<file path="src/design/mfsm_pkg.sv">
// Shared constants and types for the motor feedback step-move controller.
package mfsm_pkg;

    // Frame layout
    localparam int FRAME_LEN = 22;
    localparam int BI_W      = $clog2(FRAME_LEN + 1);
    localparam int SPD_IDX   = 5;
    localparam int POS_IDX   = 15;
    localparam int HDR_LEN   = 4;

    localparam logic [7:0] HDR_PAT [HDR_LEN] = '{8'd184, 8'd183, 8'd1, 8'd193};

    // Speed folding
    localparam logic [15:0] SPEED_FOLD_AT = 16'd20000;
    localparam logic [15:0] SPEED_FULL    = 16'hFFFF;
    localparam logic [15:0] RUN_CNT_MAX   = 16'hFFFF;

    // Input operation codes
    localparam logic [1:0] OP_BYTE  = 2'd0;
    localparam logic [1:0] OP_START = 2'd1;
    localparam logic [1:0] OP_MARK  = 2'd2;

    // Configuration register indexes
    localparam int CFG_IDX_W  = 2;
    localparam int CFG_DATA_W = 16;
    localparam logic [CFG_IDX_W-1:0] CFG_TURN_SPEED    = 2'd0;
    localparam logic [CFG_IDX_W-1:0] CFG_JUMP_LIMIT    = 2'd1;
    localparam logic [CFG_IDX_W-1:0] CFG_SPEED_LIMIT   = 2'd2;
    localparam logic [CFG_IDX_W-1:0] CFG_SETTLE_FRAMES = 2'd3;

    // Configuration reset values
    localparam logic [14:0] RST_TURN_SPEED    = 15'd130;
    localparam logic [15:0] RST_JUMP_LIMIT    = 16'd500;
    localparam logic [15:0] RST_SPEED_LIMIT   = 16'd3000;
    localparam logic [7:0]  RST_SETTLE_FRAMES = 8'd15;

    // Parser to controller: frame completion and raw fields
    typedef struct packed {
        logic        done;
        logic [31:0] pos_raw;
        logic [15:0] speed_raw;
    } t_frame_info;

endpackage

</file>
<file path="src/design/mfsm_frame_parser.sv">
// Header sync and field capture for the feedback byte stream.
module mfsm_frame_parser
    import mfsm_pkg::*;
(
    input  logic        i_clk,
    input  logic        i_rst_n,
    input  logic        i_en,
    input  logic [7:0]  i_byte,
    output t_frame_info o_info
);

    logic [2:0]      r_hm, n_hm;
    logic [BI_W-1:0] r_bi, n_bi;
    logic [7:0]      r_pos [4];
    logic [7:0]      r_spd [2];
    logic [7:0]      m_pos [4];
    logic [7:0]      m_spd [2];
    logic            hdr_phase;
    logic            last_byte;

    assign hdr_phase = (r_hm < 3'(HDR_LEN));
    assign last_byte = (r_bi >= BI_W'(FRAME_LEN - 1));

    // Header match and byte index
    always_comb begin
        n_hm = r_hm;
        n_bi = r_bi;
        if (i_en) begin
            if (hdr_phase) begin
                if (i_byte == HDR_PAT[r_hm[1:0]]) begin
                    n_hm = r_hm + 3'd1;
                end else if (i_byte == HDR_PAT[0]) begin
                    n_hm = 3'd1;
                end else begin
                    n_hm = 3'd0;
                end
                n_bi = BI_W'(n_hm);
            end else if (last_byte) begin
                n_hm = 3'd0;
                n_bi = '0;
            end else begin
                n_bi = r_bi + BI_W'(1);
            end
        end
    end

    always_ff @(posedge i_clk) begin
        if (!i_rst_n) begin
            r_hm <= 3'd0;
            r_bi <= '0;
        end else begin
            r_hm <= n_hm;
            r_bi <= n_bi;
        end
    end

    // Only the speed and position bytes are kept
    always_ff @(posedge i_clk) begin
        if (i_en && !hdr_phase) begin
            for (int k = 0; k < 4; k++) begin
                if (r_bi == BI_W'(POS_IDX + k)) r_pos[k] <= i_byte;
            end
            for (int k = 0; k < 2; k++) begin
                if (r_bi == BI_W'(SPD_IDX + k)) r_spd[k] <= i_byte;
            end
        end
    end

    // Fields as seen with the current byte included
    always_comb begin
        for (int k = 0; k < 4; k++) begin
            m_pos[k] = (!hdr_phase && r_bi == BI_W'(POS_IDX + k)) ? i_byte : r_pos[k];
        end
        for (int k = 0; k < 2; k++) begin
            m_spd[k] = (!hdr_phase && r_bi == BI_W'(SPD_IDX + k)) ? i_byte : r_spd[k];
        end
    end

    assign o_info.done      = i_en && !hdr_phase && last_byte;
    assign o_info.pos_raw   = {m_pos[3], m_pos[2], m_pos[1], m_pos[0]};
    assign o_info.speed_raw = {m_spd[1], m_spd[0]};

endmodule

</file>
<file path="src/design/motor_feedback_step_move_controller_top.sv">
// Top level of the motor feedback step-move controller.
// Usage:
//   Input channel (i_in_valid / o_in_stall) carries one item per handshake:
//   op 0 is a feedback byte, op 1 starts a signed step move of i_step_count
//   steps, op 2 marks the current position as reference; op 3 is ignored.
//   Each completed 22-byte frame gives one result item on the output
//   channel (o_out_valid / i_out_stall); other items give none.
//   A frame's last byte passes the input register and one pass of logic,
//   then the result register. Throughput: one item per cycle while no
//   result is stalled, set by the single input register that feeds one
//   pass of frame-check logic into the result register.
//   A stalled result holds; the input register keeps filling until it holds
//   an item that cannot move on, then o_in_stall rises.
//   Configuration writes (i_cfg_we, i_cfg_index, i_cfg_data) must be made
//   while the block is idle; the block itself does not enforce this.
//   Synchronous active-low reset clears the parser, history, move state and
//   both valid flags, and restores the register defaults.
module motor_feedback_step_move_controller_top
    import mfsm_pkg::*;
(
    input  logic                  i_clk,
    input  logic                  i_rst_n,
    // input channel
    input  logic                  i_in_valid,
    output logic                  o_in_stall,
    input  logic [1:0]            i_op,
    input  logic [7:0]            i_rx_byte,
    input  logic signed [31:0]    i_step_count,
    // output channel
    output logic                  o_out_valid,
    input  logic                  i_out_stall,
    output logic                  o_frame_accepted,
    output logic signed [31:0]    o_position,
    output logic [30:0]           o_relative_position,
    output logic [15:0]           o_speed_magnitude,
    output logic                  o_run_cmd_valid,
    output logic signed [15:0]    o_run_speed,
    output logic                  o_stop_cmd_valid,
    output logic                  o_move_done,
    // configuration
    input  logic                  i_cfg_we,
    input  logic [CFG_IDX_W-1:0]  i_cfg_index,
    input  logic [CFG_DATA_W-1:0] i_cfg_data
);

    // configuration registers
    logic [14:0] r_turn;
    logic [15:0] r_jump;
    logic [15:0] r_spd_lim;
    logic [7:0]  r_settle;

    // input register
    logic               r_a_valid;
    logic [1:0]         r_a_op;
    logic [7:0]         r_a_byte;
    logic signed [31:0] r_a_step;

    // controller state
    logic signed [31:0] r_h0, n_h0, r_h1, n_h1;
    logic [1:0]         r_hc, n_hc;
    logic signed [31:0] r_cur, n_cur, r_ref, n_ref, r_start, n_start, r_target, n_target;
    logic [15:0]        r_rfc, n_rfc;
    logic               r_running, n_running, r_ma, n_ma, r_sv, n_sv;

    // result register
    logic               r_out_valid;
    logic               r_acc;
    logic signed [31:0] r_pos;
    logic [30:0]        r_rel;
    logic [15:0]        r_spd;
    logic               r_run_v;
    logic signed [15:0] r_rspeed;
    logic               r_stop_v;
    logic               r_done;

    logic proceed, fire_b, is_byte;
    t_frame_info info;

    // frame-check intermediates
    logic signed [31:0] p1;
    logic [15:0]        speed;
    logic signed [32:0] sum33, pp33, dist_d, rel_d;
    logic signed [33:0] dev_d, dist34, thr34;
    logic [33:0]        dev_abs;
    logic [32:0]        dist_abs, rel_abs;
    logic [31:0]        tgt_abs;
    logic               hist_full, accepted;
    logic               run_v, stop_v, done;
    logic signed [15:0] rspeed;
    logic [30:0]        rel_sat;

    // handshake
    assign proceed    = !r_out_valid || !i_out_stall;
    assign fire_b     = r_a_valid && proceed;
    assign is_byte    = fire_b && (r_a_op == OP_BYTE);
    assign o_in_stall = r_a_valid && !proceed;

    // configuration writes
    always_ff @(posedge i_clk) begin
        if (!i_rst_n) begin
            r_turn    <= RST_TURN_SPEED;
            r_jump    <= RST_JUMP_LIMIT;
            r_spd_lim <= RST_SPEED_LIMIT;
            r_settle  <= RST_SETTLE_FRAMES;
        end else if (i_cfg_we) begin
            case (i_cfg_index)
                CFG_TURN_SPEED:    r_turn    <= i_cfg_data[14:0];
                CFG_JUMP_LIMIT:    r_jump    <= i_cfg_data;
                CFG_SPEED_LIMIT:   r_spd_lim <= i_cfg_data;
                CFG_SETTLE_FRAMES: r_settle  <= i_cfg_data[7:0];
                default: ;
            endcase
        end
    end

    // input register
    always_ff @(posedge i_clk) begin
        if (!i_rst_n) begin
            r_a_valid <= 1'b0;
        end else if (!o_in_stall) begin
            r_a_valid <= i_in_valid;
        end
    end

    always_ff @(posedge i_clk) begin
        if (!o_in_stall && i_in_valid) begin
            r_a_op   <= i_op;
            r_a_byte <= i_rx_byte;
            r_a_step <= i_step_count;
        end
    end

    mfsm_frame_parser u_parser (
        .i_clk   (i_clk),
        .i_rst_n (i_rst_n),
        .i_en    (is_byte),
        .i_byte  (r_a_byte),
        .o_info  (info)
    );

    // plausibility check and move control
    always_comb begin
        n_h0      = r_h0;
        n_h1      = r_h1;
        n_hc      = r_hc;
        n_cur     = r_cur;
        n_ref     = r_ref;
        n_start   = r_start;
        n_target  = r_target;
        n_rfc     = r_rfc;
        n_running = r_running;
        n_ma      = r_ma;
        n_sv      = r_sv;
        run_v     = 1'b0;
        stop_v    = 1'b0;
        done      = 1'b0;
        rspeed    = 16'sd0;

        p1    = signed'(info.pos_raw);
        speed = (info.speed_raw > SPEED_FOLD_AT) ? (SPEED_FULL - info.speed_raw)
                                                 : info.speed_raw;

        // midpoint of newest and oldest, truncated toward zero
        sum33   = {p1[31], p1} + {r_h1[31], r_h1};
        pp33    = signed'(sum33 + {32'd0, sum33[32]}) >>> 1;
        dev_d   = {pp33[32], pp33} - {{2{r_h0[31]}}, r_h0};
        dev_abs = dev_d[33] ? unsigned'(-dev_d) : unsigned'(dev_d);

        hist_full = (r_hc == 2'd2);
        accepted  = !hist_full ||
                    ((dev_abs < {18'd0, r_jump}) && (speed < r_spd_lim));

        // start of a move
        if (fire_b && r_a_op == OP_START) begin
            n_target  = r_a_step;
            n_ma      = 1'b1;
            n_running = 1'b1;
            n_rfc     = 16'd0;
            n_sv      = 1'b0;
            n_start   = 32'sd0;
        end

        // reference mark
        if (fire_b && r_a_op == OP_MARK) begin
            n_ref = r_cur;
        end

        // history update
        if (info.done) begin
            if (hist_full) begin
                if (accepted) begin
                    n_cur = r_h1;
                    n_h1  = r_h0;
                    n_h0  = p1;
                end else begin
                    n_hc = 2'd0;
                end
            end else begin
                n_h1 = r_h0;
                n_h0 = p1;
                n_hc = r_hc + 2'd1;
            end
        end

        // run command and start capture
        if (info.done && accepted && r_running) begin
            if (!r_sv) begin
                n_start = n_cur;
                n_sv    = 1'b1;
            end
            rspeed = r_target[31] ? -signed'({1'b0, r_turn}) : signed'({1'b0, r_turn});
            if (r_rfc < RUN_CNT_MAX) n_rfc = r_rfc + 16'd1;
            run_v = 1'b1;
        end

        // travel reached check
        dist_d   = {n_start[31], n_start} - {n_cur[31], n_cur};
        dist_abs = dist_d[32] ? unsigned'(-dist_d) : unsigned'(dist_d);
        dist34   = signed'({1'b0, dist_abs});
        tgt_abs  = r_target[31] ? unsigned'(-r_target) : unsigned'(r_target);
        thr34    = signed'({2'b00, tgt_abs}) - 34'sd1;
        if (info.done && accepted && r_ma && n_sv) begin
            if (dist34 >= thr34 && n_rfc > {8'd0, r_settle}) begin
                n_running = 1'b0;
                if (speed != 16'd0) begin
                    stop_v = 1'b1;
                end else begin
                    n_rfc = 16'd0;
                    n_ma  = 1'b0;
                    done  = 1'b1;
                end
            end
        end

        // distance from reference, saturated
        rel_d   = {n_cur[31], n_cur} - {n_ref[31], n_ref};
        rel_abs = rel_d[32] ? unsigned'(-rel_d) : unsigned'(rel_d);
        rel_sat = (|rel_abs[32:31]) ? 31'h7FFF_FFFF : rel_abs[30:0];
    end

    always_ff @(posedge i_clk) begin
        if (!i_rst_n) begin
            r_h0      <= 32'sd0;
            r_h1      <= 32'sd0;
            r_hc      <= 2'd0;
            r_cur     <= 32'sd0;
            r_ref     <= 32'sd0;
            r_start   <= 32'sd0;
            r_target  <= 32'sd0;
            r_rfc     <= 16'd0;
            r_running <= 1'b0;
            r_ma      <= 1'b0;
            r_sv      <= 1'b0;
        end else begin
            r_h0      <= n_h0;
            r_h1      <= n_h1;
            r_hc      <= n_hc;
            r_cur     <= n_cur;
            r_ref     <= n_ref;
            r_start   <= n_start;
            r_target  <= n_target;
            r_rfc     <= n_rfc;
            r_running <= n_running;
            r_ma      <= n_ma;
            r_sv      <= n_sv;
        end
    end

    // result register
    always_ff @(posedge i_clk) begin
        if (!i_rst_n) begin
            r_out_valid <= 1'b0;
        end else if (proceed) begin
            r_out_valid <= info.done;
        end
    end

    always_ff @(posedge i_clk) begin
        if (info.done) begin
            r_acc    <= accepted;
            r_pos    <= n_cur;
            r_rel    <= rel_sat;
            r_spd    <= speed;
            r_run_v  <= run_v;
            r_rspeed <= rspeed;
            r_stop_v <= stop_v;
            r_done   <= done;
        end
    end

    assign o_out_valid         = r_out_valid;
    assign o_frame_accepted    = r_acc;
    assign o_position          = r_pos;
    assign o_relative_position = r_rel;
    assign o_speed_magnitude   = r_spd;
    assign o_run_cmd_valid     = r_run_v;
    assign o_run_speed         = r_rspeed;
    assign o_stop_cmd_valid    = r_stop_v;
    assign o_move_done         = r_done;

endmodule

</file>
<file path="config.mk">
export PLATFORM = sky130hd
export DESIGN_NAME = motor_feedback_step_move_controller_top
export DESIGN_NICKNAME = d
export VERILOG_FILES = /design/src/design/mfsm_pkg.sv /design/src/design/mfsm_frame_parser.sv /design/src/design/motor_feedback_step_move_controller_top.sv
export SDC_FILE = /design/constraint.sdc
export NUM_CORES = 1
export LEC_CHECK = 0
export BUFFER_PORTS_ARGS = -buffer_cell sky130_fd_sc_hd__buf_2
export CAP_MARGIN = 40
export CORE_MARGIN = 2
export CORE_UTILIZATION = 57
export DETAILED_ROUTE_END_ITERATION = 10
export PLACE_DENSITY = 0.89
export REMOVE_ABC_BUFFERS = 1
export SLEW_MARGIN = 20
export SYNTH_ARGS = -nofsm -noshare
export SYNTH_HDL_FRONTEND = slang
export SYNTH_SLANG_ARGS = --single-unit
export TNS_END_PERCENT = 50
</file>
<file path="constraint.sdc">
create_clock -name i_clk -period 16.2 [get_ports i_clk]
set_input_delay 1.62 -clock i_clk [delete_from_list [all_inputs] [get_ports i_clk]]
set_output_delay 1.62 -clock i_clk [all_outputs]
set_load 0.02 [all_outputs]
</file>
==> metrics.txt <==
Root Driver=clkbuf_16; fin. max-slew vios=0; CTS sink cnt=~470; unrepaired setup endpoints after global routing=true; number of synthesized flops with an enable pin=189; max-cap violation count=0; count leader, synth=nand2_1; minimum clock period=16.34 ns; CP max-delay cell=or4_4; kind of end point of the critical path=register; fraction of layout cells with a size suffix above 1=0.1990; crit path kind=register to register; Pwr per Cell Area=70.90 nW/µm²; sequential area share after synthesis=0.3623; Ports=166; clock tree buffer depth=3; Layout area overhead=20.55%; post-synth top area cell=edfxtp_1; Register Area=11,240 µm²; final setup margin=-0.1396 ns; initial antenna violation count=2; DR pass1 iterations=6; I/O Buffers=165; WL/cell=19.77 µm; cells after synthesis=approximately 3,600; post-synth cell types=slightly above 90; outcome=finished, violations left; fillers=3,675; Hold-fix buffers, CTS=0; Chip Width=237.3 µm; Arrival @ worst endpoint=16.86 ns; Max Fclk=0.06120 GHz; clk_lat worst skew=0.63 ns; top cells by area, synth=edfxtp_1 18%, dfxtp_1 18%, ha_1 8.6%; via count=29,380; vias in the first global route=27,760; DP HPWL=between 60 and 70 mm; worst-margin pin slew=0.8930 ns; global placer's final weighted congestion=between 0.9 and 1; Post-synth top cells=400 x nand2_1, 348 x nor2_1, 278 x dfxtp_1; CTS tree=done; CTS Buf Count=51; max incr delay on CP=0.57 ns; period utilization=1.009; die area=between 50,000 and 60,000 µm²; Yosys reg bits=467; total length of routed wires=93.26 mm; relative slew slack=0.4047; synthesized cell area=between 30,000 and 40,000 µm²; Clock transition at path regs=0.06 ns; Die Y=between 200 and 250 µm; multi-input logic area=19,260 µm²; std cell rows=85; maximum VDD drop=0.00006536 V; HP Class=register to register; Avg Vias per Cell=between 6 and 7; Power Total=~2.7 mW; Synth top area share=0.1829; Core ar.=53,810 µm²; Worst Skew=0.03748 ns; global-route wire length before repair=140.2 mm; grt ovf=0; final setup vio count=19; Nets=4,262; drt drc=0; WHS=0.4551 ns; gr usage total=0.3045; # H-tree levels=2; Async S/R FF share, synth=0; Worst path most repeated cell=buf_4; initial drt markers=2,831; Yosys Warn Count=0; antenna viol nets, final=0; Top FF cell, synth=dfxtp_1; Initial Utilization=0.5766; failing checks=negative setup slack; pre-CTS WS=-0.6796 ns; crit path launch type=register; Hold Vio Cnt, Final=0; average cell area after synthesis=8.721 µm²; largest net degree at the start of global routing=85; Required @ worst endpoint=16.72 ns; CP Max Fanout=5; Lkg Pwr=around 16 nW
[layer usage]
layer | share of wire | vias to the layer above | GRT usage
met4 | 0.048 | 0 | 0.1290
li1 | - | 13610 | -
met3 | 0.089 | 356 | 0.04715
met2 | 0.47 | 1581 | 0.5168
met1 | 0.39 | 13840 | 0.3864
met5 | 0 | - | 0
[cells in the final DEF (no fill, tap or decap), types with 30 or more instances in the layout]
cell type,count
o21a_1,31
xor2_1,106
mux2_2,36
nand2_1,395
dfxtp_1,275
and3_1,34
nor2_1,342
edfxtp_1,189
and2_1,62
a21o_1,69
buf_2,166
nand3_1,68
nand4_1,37
o211ai_1,30
inv_1,164
nor2b_1,36
nand2b_1,37
a21oi_1,252
mux2i_1,152
xnor2_1,170
buf_4,332
ha_1,208
o21ai_0,140
nor3_1,54
clkbuf_16,59
[power by group]
part	leakage [nW]	total, mW	internal, mW	switching (mW)
combinational	11.2	0.204	0.0755	0.128
sequential	3.80	1.25	1.24	0.0167
clock	0.847	1.20	0.690	0.506
[layout make-up]
type | instances | share of cell area
multi-input combinational | 2773 | 0.5148
sequential | 467 | 0.3006
timing repair buffer | 519 | 0.09830
clock buffer | 73 | 0.04057
tap | 696 | 0.02328
inverter | 167 | 0.01696
clock inverter | 22 | 0.005419
antenna | 1 | 0.00006690
[state kept, by name, indices dropped and copies added, names as in the netlist, 31 cells and up]
signal,cells
r_h1,32
r_a_step,32
o_relative_position,31
o_position,32
r_target,32
r_ref,32
r_cur,32
r_h0,32
u_parser.r_pos,32
r_start,32
[cells by family (layout without fill, tap and decap cells)]
logic type      after synthesis  count (layout)  synth area share
simple gates               1261            1261            0.1958
compound gates              819             819            0.1708
flops                       467             467            0.3623
buf+inv                     318             781           0.03879
xor+xnor                    279             279           0.07875
fa+ha+maj                   218             218           0.08887
mux                         196             196           0.06476
other cells                   0               1                 0
[metrics by stage]
step	instances	area [µm²]	TNS, ns	utilization
floorplan	3407	30450	-58.57	-
global placement	4580	34590	-0.1506	0.6428
detailed placement	4584	34630	-10.96	0.6435
CTS	4688	36550	0	0.6791
global route	4717	37400	-13.62	0.6951
finish	4718	37410	-1.470	0.6951
[worst paths after layout]
check                   start   endpoint  slack, ns  cells after the start
max reg2reg  u_parser.r_bi[0]  r_rfc[10]      -0.14                     76
min                 r_jump[9]  r_jump[9]       0.46                      2
min reg2reg         r_jump[9]  r_jump[9]       0.46                      2
max          u_parser.r_bi[0]  r_rfc[10]      -0.14                     76
[timing repair]
action / 4_1_cts / 5_1_grt
cloned: 0 / 2
pin swaps: 18 / 71
setup endpoints to repair: 20 / 40
setup buffers: 9 / 24
resized for setup: 29 / 122
[critical path, delay by kind of cell (launching register included)]
family,cells,cell delay (ns)
and+or+nand+nor,24,6.23
AOI/OAI and AO/OA,28,4.97
adders and majority gates,9,2.26
buffers and inverters,9,1.24
xor gates and xnor gates,4,0.69
muxes,2,0.51
DFF,1,0.33
Power figures use the tool's default switching activity.
